## config.mk

```make
export PLATFORM = sky130hd
export DESIGN_NAME = julia_escape_time_pixel
export DESIGN_NICKNAME = d
export VERILOG_FILES = /design/src/rtl/jetp_pkg.sv /design/src/rtl/jetp_mul.sv /design/src/rtl/julia_escape_time_pixel.sv
export SDC_FILE = /design/constraint.sdc
export NUM_CORES = 2
export LEC_CHECK = 0
export BUFFER_PORTS_ARGS = -buffer_cell sky130_fd_sc_hd__buf_4
export CORE_MARGIN = 2
export CORE_UTILIZATION = 45
export CTS_BUF_LIST = sky130_fd_sc_hd__clkbuf_16
export DETAILED_ROUTE_END_ITERATION = 8
export PLACE_DENSITY = 0.64
export SYNTH_ARGS = -nofsm -noshare
export SYNTH_HDL_FRONTEND = slang
export SYNTH_SLANG_ARGS = --single-unit
```

## constraint.sdc

```tcl
create_clock -name clk -period 13.79 [get_ports clk]
set_input_delay 2.758 -clock clk [delete_from_list [all_inputs] [get_ports clk]]
set_output_delay 2.758 -clock clk [all_outputs]
set_load 0.02 [all_outputs]
```

## src/rtl/jetp_pkg.sv

```systemverilog
// Package with shared constants, register indexes and a saturation helper for the Julia pixel engine.
`timescale 1ns / 1ps

package jetp_pkg;

    // Fixed point format of all coordinates.
    localparam int FRAC_BITS   = 26;
    localparam int COORD_W     = 32;
    localparam int PROD_W      = 2 * COORD_W;
    localparam int WIDE_W      = PROD_W + 1;
    localparam int PIXEL_W     = 10;
    localparam int COUNT_W     = 16;
    localparam int BAILOUT_W   = 31;
    localparam int CFG_ADDR_W  = 3;
    localparam int CFG_DATA_W  = 32;

    // Register indexes of the configuration port.
    typedef enum logic [CFG_ADDR_W-1:0] {
        REG_STEP_RE   = 3'd0,
        REG_STEP_IM   = 3'd1,
        REG_OFFSET_RE = 3'd2,
        REG_OFFSET_IM = 3'd3,
        REG_CONST_RE  = 3'd4,
        REG_CONST_IM  = 3'd5,
        REG_MAX_ITER  = 3'd6,
        REG_BAILOUT   = 3'd7
    } cfg_reg_t;

    // Register values after reset.
    localparam logic signed [COORD_W-1:0] RST_STEP_RE   = 32'sd262144;
    localparam logic signed [COORD_W-1:0] RST_STEP_IM   = 32'sd262144;
    localparam logic signed [COORD_W-1:0] RST_OFFSET_RE = -32'sd134217728;
    localparam logic signed [COORD_W-1:0] RST_OFFSET_IM = -32'sd134217728;
    localparam logic signed [COORD_W-1:0] RST_CONST_RE  = -32'sd53687091;
    localparam logic signed [COORD_W-1:0] RST_CONST_IM  = 32'sd10737418;
    localparam logic [COUNT_W-1:0]        RST_MAX_ITER  = 16'd256;
    localparam logic [BAILOUT_W-1:0]      RST_BAILOUT   = 31'd268435456;

    // Saturation bounds at the wide intermediate width.
    localparam logic signed [WIDE_W-1:0] SAT_MAX = 65'sd2147483647;
    localparam logic signed [WIDE_W-1:0] SAT_MIN = -65'sd2147483648;

    // Clamp a wide signed value to the signed coordinate range.
    function automatic logic signed [COORD_W-1:0] sat_coord(input logic signed [WIDE_W-1:0] v);
        logic signed [COORD_W-1:0] r;
        if (v > SAT_MAX) begin
            r = {1'b0, {(COORD_W-1){1'b1}}};
        end else if (v < SAT_MIN) begin
            r = {1'b1, {(COORD_W-1){1'b0}}};
        end else begin
            r = v[COORD_W-1:0];
        end
        return r;
    endfunction

endpackage

```

## src/rtl/jetp_mul.sv

```systemverilog
// Shared signed 32 by 32 multiplier with a registered product.
`timescale 1ns / 1ps

module jetp_mul (
    input  logic                                 clk,
    input  logic signed [jetp_pkg::COORD_W-1:0] a,
    input  logic signed [jetp_pkg::COORD_W-1:0] b,
    output logic signed [jetp_pkg::PROD_W-1:0]  product
);
    import jetp_pkg::*;

    logic signed [PROD_W-1:0] product_reg;

    // One multiplication per cycle, result available the cycle after.
    always_ff @(posedge clk)
    begin
        product_reg <= a * b;
    end

    assign product = product_reg;

endmodule

```

## src/rtl/julia_escape_time_pixel.sv

```systemverilog
// Top level of the Julia set escape-time pixel engine.
//
//  Channel  | Ports                                        | Handshake
//  ---------+----------------------------------------------+-------------------------
//  command  | start, pixel_x, pixel_y                      | taken when start && !busy
//  result   | done, iteration_count, escaped, final_re/im  | done high for one cycle
//  config   | cfg_we, cfg_addr, cfg_data                   | written when cfg_we high
//
// A pixel runs from the accepting edge through ST_MUL_X, ST_MUL_Y and ST_LOAD_IM, which form
// the start point, and then through ST_SQ_RE, ST_SQ_IM, ST_CHECK and ST_UPDATE for every
// iteration, because re*re, im*im and re*im share one pipelined multiplier. ST_CHECK tests
// the magnitude and the limit and either raises done or goes on to ST_UPDATE.
// busy is high from the accepting edge until the done strobe; a new transaction
// may be accepted in the cycle in which done is shown. The receiver cannot stall.
// Reset restores the default view and Julia constant and returns to idle.
`timescale 1ns / 1ps

module julia_escape_time_pixel (
    input  logic                                   clk,
    input  logic                                   rst_n,
    input  logic                                   start,
    output logic                                   busy,
    input  logic [jetp_pkg::PIXEL_W-1:0]           pixel_x,
    input  logic [jetp_pkg::PIXEL_W-1:0]           pixel_y,
    output logic                                   done,
    output logic [jetp_pkg::COUNT_W-1:0]           iteration_count,
    output logic                                   escaped,
    output logic signed [jetp_pkg::COORD_W-1:0]    final_re,
    output logic signed [jetp_pkg::COORD_W-1:0]    final_im,
    input  logic                                   cfg_we,
    input  logic [jetp_pkg::CFG_ADDR_W-1:0]        cfg_addr,
    input  logic [jetp_pkg::CFG_DATA_W-1:0]        cfg_data
);
    import jetp_pkg::*;

    typedef enum logic [2:0] {
        ST_IDLE,
        ST_MUL_X,
        ST_MUL_Y,
        ST_LOAD_IM,
        ST_SQ_RE,
        ST_SQ_IM,
        ST_CHECK,
        ST_UPDATE
    } state_t;

    // Configuration registers.
    logic signed [COORD_W-1:0] step_re_reg, step_im_reg;
    logic signed [COORD_W-1:0] offset_re_reg, offset_im_reg;
    logic signed [COORD_W-1:0] const_re_reg, const_im_reg;
    logic [COUNT_W-1:0]        max_iter_reg;
    logic [BAILOUT_W-1:0]      bailout_reg;

    // Sequencer and datapath registers.
    state_t                    state_reg, state_next;
    logic [PIXEL_W-1:0]        px_reg, px_next, py_reg, py_next;
    logic signed [COORD_W-1:0] re_reg, re_next, im_reg, im_next;
    logic signed [COORD_W-1:0] nre_reg, nre_next;
    logic signed [PROD_W-1:0]  rr_reg, rr_next;
    logic [COUNT_W-1:0]        count_reg, count_next;
    logic                      done_reg, done_next;
    logic                      escaped_reg, escaped_next;

    // Shared multiplier operands and product.
    logic signed [COORD_W-1:0] mul_a, mul_b;
    logic signed [PROD_W-1:0]  product;

    // Escape test and next real part.
    logic [PROD_W-1:0]         mag;
    logic                      below;
    logic signed [PROD_W-1:0]  diff;
    logic signed [WIDE_W-1:0]  nre_wide, nim_wide, start_wide;
    logic signed [COORD_W-1:0] start_off;

    jetp_mul u_mul (
        .clk     (clk),
        .a       (mul_a),
        .b       (mul_b),
        .product (product)
    );

    // Configuration writes.
    always_ff @(posedge clk or negedge rst_n)
    begin
        if (!rst_n)
        begin
            step_re_reg   <= RST_STEP_RE;
            step_im_reg   <= RST_STEP_IM;
            offset_re_reg <= RST_OFFSET_RE;
            offset_im_reg <= RST_OFFSET_IM;
            const_re_reg  <= RST_CONST_RE;
            const_im_reg  <= RST_CONST_IM;
            max_iter_reg  <= RST_MAX_ITER;
            bailout_reg   <= RST_BAILOUT;
        end
        else if (cfg_we)
        begin
            unique case (cfg_reg_t'(cfg_addr))
                REG_STEP_RE:   step_re_reg   <= cfg_data;
                REG_STEP_IM:   step_im_reg   <= cfg_data;
                REG_OFFSET_RE: offset_re_reg <= cfg_data;
                REG_OFFSET_IM: offset_im_reg <= cfg_data;
                REG_CONST_RE:  const_re_reg  <= cfg_data;
                REG_CONST_IM:  const_im_reg  <= cfg_data;
                REG_MAX_ITER:  max_iter_reg  <= cfg_data[COUNT_W-1:0];
                REG_BAILOUT:   bailout_reg   <= cfg_data[BAILOUT_W-1:0];
                default:       ;
            endcase
        end
    end

    // Operand selection for the shared multiplier.
    always_comb
    begin
        mul_a = re_reg;
        mul_b = re_reg;
        case (state_reg)
            ST_MUL_X:
            begin
                mul_a = signed'({{(COORD_W-PIXEL_W){1'b0}}, px_reg});
                mul_b = step_re_reg;
            end
            ST_MUL_Y:
            begin
                mul_a = signed'({{(COORD_W-PIXEL_W){1'b0}}, py_reg});
                mul_b = step_im_reg;
            end
            ST_SQ_IM:
            begin
                mul_a = im_reg;
                mul_b = im_reg;
            end
            ST_CHECK:
            begin
                mul_a = re_reg;
                mul_b = im_reg;
            end
            default:
            begin
                mul_a = re_reg;
                mul_b = re_reg;
            end
        endcase
    end

    // Squared magnitude against bailout, using re^2 held and im^2 on the product.
    assign mag   = unsigned'(rr_reg) + unsigned'(product);
    assign below = (mag >> FRAC_BITS) < {{(PROD_W-BAILOUT_W){1'b0}}, bailout_reg};

    // Next real part: floor((re^2 - im^2) / 2^FRAC_BITS) + const_re.
    assign diff     = rr_reg - product;
    assign nre_wide = WIDE_W'(diff >>> FRAC_BITS) + WIDE_W'(const_re_reg);

    // Next imaginary part: floor(2*re*im / 2^FRAC_BITS) + const_im.
    assign nim_wide = WIDE_W'(product >>> (FRAC_BITS - 1)) + WIDE_W'(const_im_reg);

    // Start point: pixel times step plus origin offset.
    assign start_off  = (state_reg == ST_MUL_Y) ? offset_re_reg : offset_im_reg;
    assign start_wide = WIDE_W'(product) + WIDE_W'(start_off);

    // Sequencer next-state logic.
    always_comb
    begin
        state_next   = state_reg;
        px_next      = px_reg;
        py_next      = py_reg;
        re_next      = re_reg;
        im_next      = im_reg;
        nre_next     = nre_reg;
        rr_next      = rr_reg;
        count_next   = count_reg;
        done_next    = 1'b0;
        escaped_next = escaped_reg;
        unique case (state_reg)
            ST_IDLE:
            begin
                if (start)
                begin
                    px_next    = pixel_x;
                    py_next    = pixel_y;
                    count_next = '0;
                    state_next = ST_MUL_X;
                end
            end
            ST_MUL_X:
            begin
                state_next = ST_MUL_Y;
            end
            ST_MUL_Y:
            begin
                re_next    = sat_coord(start_wide);
                state_next = ST_LOAD_IM;
            end
            ST_LOAD_IM:
            begin
                im_next    = sat_coord(start_wide);
                state_next = ST_SQ_RE;
            end
            ST_SQ_RE:
            begin
                state_next = ST_SQ_IM;
            end
            ST_SQ_IM:
            begin
                rr_next    = product;
                state_next = ST_CHECK;
            end
            ST_CHECK:
            begin
                // Stop at the limit or once the point has left the bailout disk.
                if ((count_reg >= max_iter_reg) || !below)
                begin
                    done_next    = 1'b1;
                    escaped_next = !below;
                    state_next   = ST_IDLE;
                end
                else
                begin
                    nre_next   = sat_coord(nre_wide);
                    state_next = ST_UPDATE;
                end
            end
            ST_UPDATE:
            begin
                re_next    = nre_reg;
                im_next    = sat_coord(nim_wide);
                count_next = count_reg + 1'b1;
                state_next = ST_SQ_RE;
            end
            default:
            begin
                state_next = ST_IDLE;
            end
        endcase
    end

    // State and result strobe.
    always_ff @(posedge clk or negedge rst_n)
    begin
        if (!rst_n)
        begin
            state_reg <= ST_IDLE;
            done_reg  <= 1'b0;
        end
        else
        begin
            state_reg <= state_next;
            done_reg  <= done_next;
        end
    end

    // Datapath registers without reset.
    always_ff @(posedge clk)
    begin
        px_reg      <= px_next;
        py_reg      <= py_next;
        re_reg      <= re_next;
        im_reg      <= im_next;
        nre_reg     <= nre_next;
        rr_reg      <= rr_next;
        count_reg   <= count_next;
        escaped_reg <= escaped_next;
    end

    assign busy            = (state_reg != ST_IDLE);
    assign done            = done_reg;
    assign iteration_count = count_reg;
    assign escaped         = escaped_reg;
    assign final_re        = re_reg;
    assign final_im        = im_reg;

endmodule

```

==> flow_summary_export.csv <==
group,metric,value,unit
clocking,post-cts-setup-buffer-count,0,
route,post-route-drc-count,0,
sta,hold_violations,0,
critical_path,slowest_stage,"nor2_4",
hold_path,min_to,"bailout_reg[29]",
final_layout,fin_nets,9047,
route,wire_per_inst,23.7,microns
final_layout,drive_gt1_share,9.95,%
logic_synthesis,ys_seq_elements,504,
run_status,status,"finished, final reports clean",
sta,rsz0062_at_grt,"no",
route,antenna_left,0,
logic_synthesis,seq_area_frac_synth,19.3,%
global_routing,grt_pass1_wl,346000,microns
final_layout,final.fill_count,14153,
floorplan,dieArea,157000,sq um
route,vias,54626,
logic_synthesis,synth_top_cells_by_area,"fa_1, ha_1, edfxtp_1",
logic_synthesis,synth_edf_count,197,
final_layout,post-route-util,49.2,%
critical_path,startpoint_type,"flip-flop",
logic_synthesis,synth.net_count,9039,
floorplan,die_x,396,microns
logic_synthesis,ys_async_sr_fraction,48.2,%
global_routing,grt_use_total,29.0,%
critical_path,rr_worst_depth,29,
hold_path,worstHoldPathCells,1,
final_layout,syn2layout_area_growth,8.40,%
sta,fin_setup_tns,0,ps
logic_synthesis,yosys_most_used_dff,"dfrtp_1",
placement,dp.final_hpwl,183000,microns
final_layout,seq_area,13300,sq um
sta,maxSlewViolCount,0,
critical_path,timing_worst_setup_path_type,"flip-flop to flip-flop",
floorplan,die_y,396,microns
sta,setup_violations,0,
critical_path,required,14330,ps
clocking,clock_path_buffers,3,
clocking,worstSkewPairLatency,650,ps
placement,io_buffers,141,
hold_path,hp-class,"flip-flop to flip-flop",
logic_synthesis,synth_cell_types,89,
global_routing,grt_pass1_vias,56139,
clocking,clk_pin_slew,60,ps
clocking,htree_levels,2,
clocking,hold_buffers,0,
critical_path,cpMostUsedCell,"fa_1",
route,drtIter0Drc,4560,
clocking,cts_resized,0,
logic_synthesis,ys.warnings.count,0,
placement,place_congestion,0.992,
sta,finalCriticalPeriod,11440,ps
sta,clock_skew,50.0,ps
global_routing,antenna_found_initial,17,
global_routing,overflow,0,
clocking,clock_sinks,504,
route,viasPerCell,5.76,
hold_path,holdCritStartpoint,"bailout_reg[29]",
route,drt-pass1-iter-count,7,
critical_path,cp_slowest_stage_delay,1030,ps
logic_synthesis,synth_top_area_share,31.5,%
critical_path,arrival,11980,ps
sta,slew_headroom,15.8,%
final_layout,final_common_cell,"inv_1",
logic_synthesis,netlist_instances,7399,
logic_synthesis,synth.avg_cell_area,9.33,sq um
final_layout,multi_input_area,50600,sq um
global_routing,grt_max_degree,87,
floorplan,io_pins,142,
floorplan,placementRows,143,
logic_synthesis,synth_area,69100,sq um
final_layout,final_cell_mix,"inv_1, fa_1, nor2_1, nand2_1, ha_1",
sta,tightest_slew,1260,ps
critical_path,regToRegEndpoint,"u_mul.product[63]",
floorplan,initial_core_util,45.4,%
clocking,cts_root_buf,"clkbuf_16",
critical_path,path_max_fanout,45,
logic_synthesis,synth_top_area_cell,"fa_1",
clocking,cts_tree,"built",
critical_path,crit_path_end_kind,"flip-flop",
floorplan,core-area,152000,sq um
clocking,numCtsBuffers,57,
job,maxCapViolCount,0,
sta,period_share,83.0,%
critical_path,r2r_slack,2350,ps
sta,max_freq,87.4,MHz
route,wirelength,225000,microns
critical_path,r2r-start,"state_reg[0]",
area by class of cell:
type | instances | area share (%)
antenna | 5 | 0.0167
multi-input combinational | 5407 | 67.5
clock inverter | 47 | 0.640
sequential | 504 | 17.8
tap | 2030 | 3.39
clock buffer | 60 | 2.01
timing repair buffer | 273 | 2.75
inverter | 1164 | 5.84
cells in the mapped netlist (9+ instances only):
| library cell | n |
|---|---|
| a221o_1 | 26 |
| nand3_1 | 73 |
| nand2_1 | 741 |
| o21bai_1 | 58 |
| a22o_1 | 24 |
| a211oi_1 | 36 |
| clkbuf_1 | 302 |
| mux2_2 | 239 |
| xor2_1 | 93 |
| nand2b_1 | 64 |
| dfxtp_1 | 64 |
| o21ai_1 | 15 |
| a22oi_1 | 57 |
| o31ai_1 | 23 |
| nor2b_1 | 58 |
| buf_2 | 9 |
| and4_1 | 9 |
| mux2i_1 | 26 |
| dfrtp_1 | 198 |
| nor2_1 | 801 |
| ha_1 | 496 |
| o21a_1 | 40 |
| a221oi_1 | 36 |
| fa_1 | 1085 |
| o21ai_0 | 233 |
| a31oi_1 | 37 |
| or2_2 | 25 |
| a211o_1 | 17 |
| dfstp_2 | 45 |
| and3_1 | 38 |
| xnor2_1 | 165 |
| nand4_1 | 50 |
| nor3_1 | 79 |
| a21oi_1 | 399 |
| o211ai_1 | 30 |
| or3_1 | 17 |
| inv_1 | 1164 |
| buf_1 | 13 |
| or4_1 | 12 |
| a21o_1 | 116 |
| a2111oi_0 | 11 |
| edfxtp_1 | 197 |
| nor4_1 | 23 |
| and2_1 | 38 |
cell families (layout without fill, tap and decap cells):
logic type | count (synthesis) | count (layout) | synth area share, %
other cells | 0 | 5 | 0
flops | 504 | 504 | 19.3
xor+xnor | 258 | 258 | 3.27
buf+inv | 1488 | 1544 | 8.11
mux | 265 | 265 | 4.27
compound gates | 1248 | 1248 | 11.7
simple gates | 2055 | 2055 | 12.9
fa+ha+maj | 1581 | 1581 | 40.4
worst max-delay path by stage:
stage                  from           endpoint  slack, ps  cells after the start
6_report       state_reg[0]  u_mul.product[63]       2350                     29
4_1_cts        state_reg[0]  u_mul.product[63]       2380                     29
5_1_grt        state_reg[0]  u_mul.product[63]       1690                     29
3_3_place_gp   state_reg[0]  u_mul.product[63]       2750                     29
3_5_place_dp   state_reg[0]  u_mul.product[63]       2460                     29
2_1_floorplan  state_reg[2]  u_mul.product[63]       2940                     33
per-stage QoR:
| stage | hold WS, ps | instance area, sq um | cells | setup slack, ps |
|---|---|---|---|---|
| 6_report | 504 | 74800 | 9490 | 2350 |
| 3_3_place_gp | 486 | 72900 | 9378 | 2750 |
| 2_1_floorplan | 452 | 69100 | 7399 | 2940 |
| 3_5_place_dp | 492 | 72900 | 9378 | 2460 |
| 5_1_grt | 519 | 74800 | 9489 | 1690 |
| 4_1_cts | 506 | 74800 | 9485 | 2380 |
critical path: cells and delay by family, from the launching register on:
family / cells / cell delay, ps
AO/OA/AOI/OAI: 8 / 2340
XOR/XNOR: 1 / 130
adder cells (fa/ha/maj): 9 / 4630
buffers and inverters: 5 / 1110
flip-flops: 1 / 740
AND/OR/NAND/NOR: 6 / 2330
layer usage:
layer | part of all wire, % | track usage (%) | up-vias
met4 | 4.0 | 9.78 | 10
met3 | 10 | 6.74 | 423
met2 | 43 | 43.9 | 2465
met5 | 0.031 | 0 | -
li1 | - | - | 24043
met1 | 42 | 40.8 | 27685
Power is left out: the tool's default activity adds up to more than one toggle a clock period on the data nets, which glitch-free logic cannot reach.
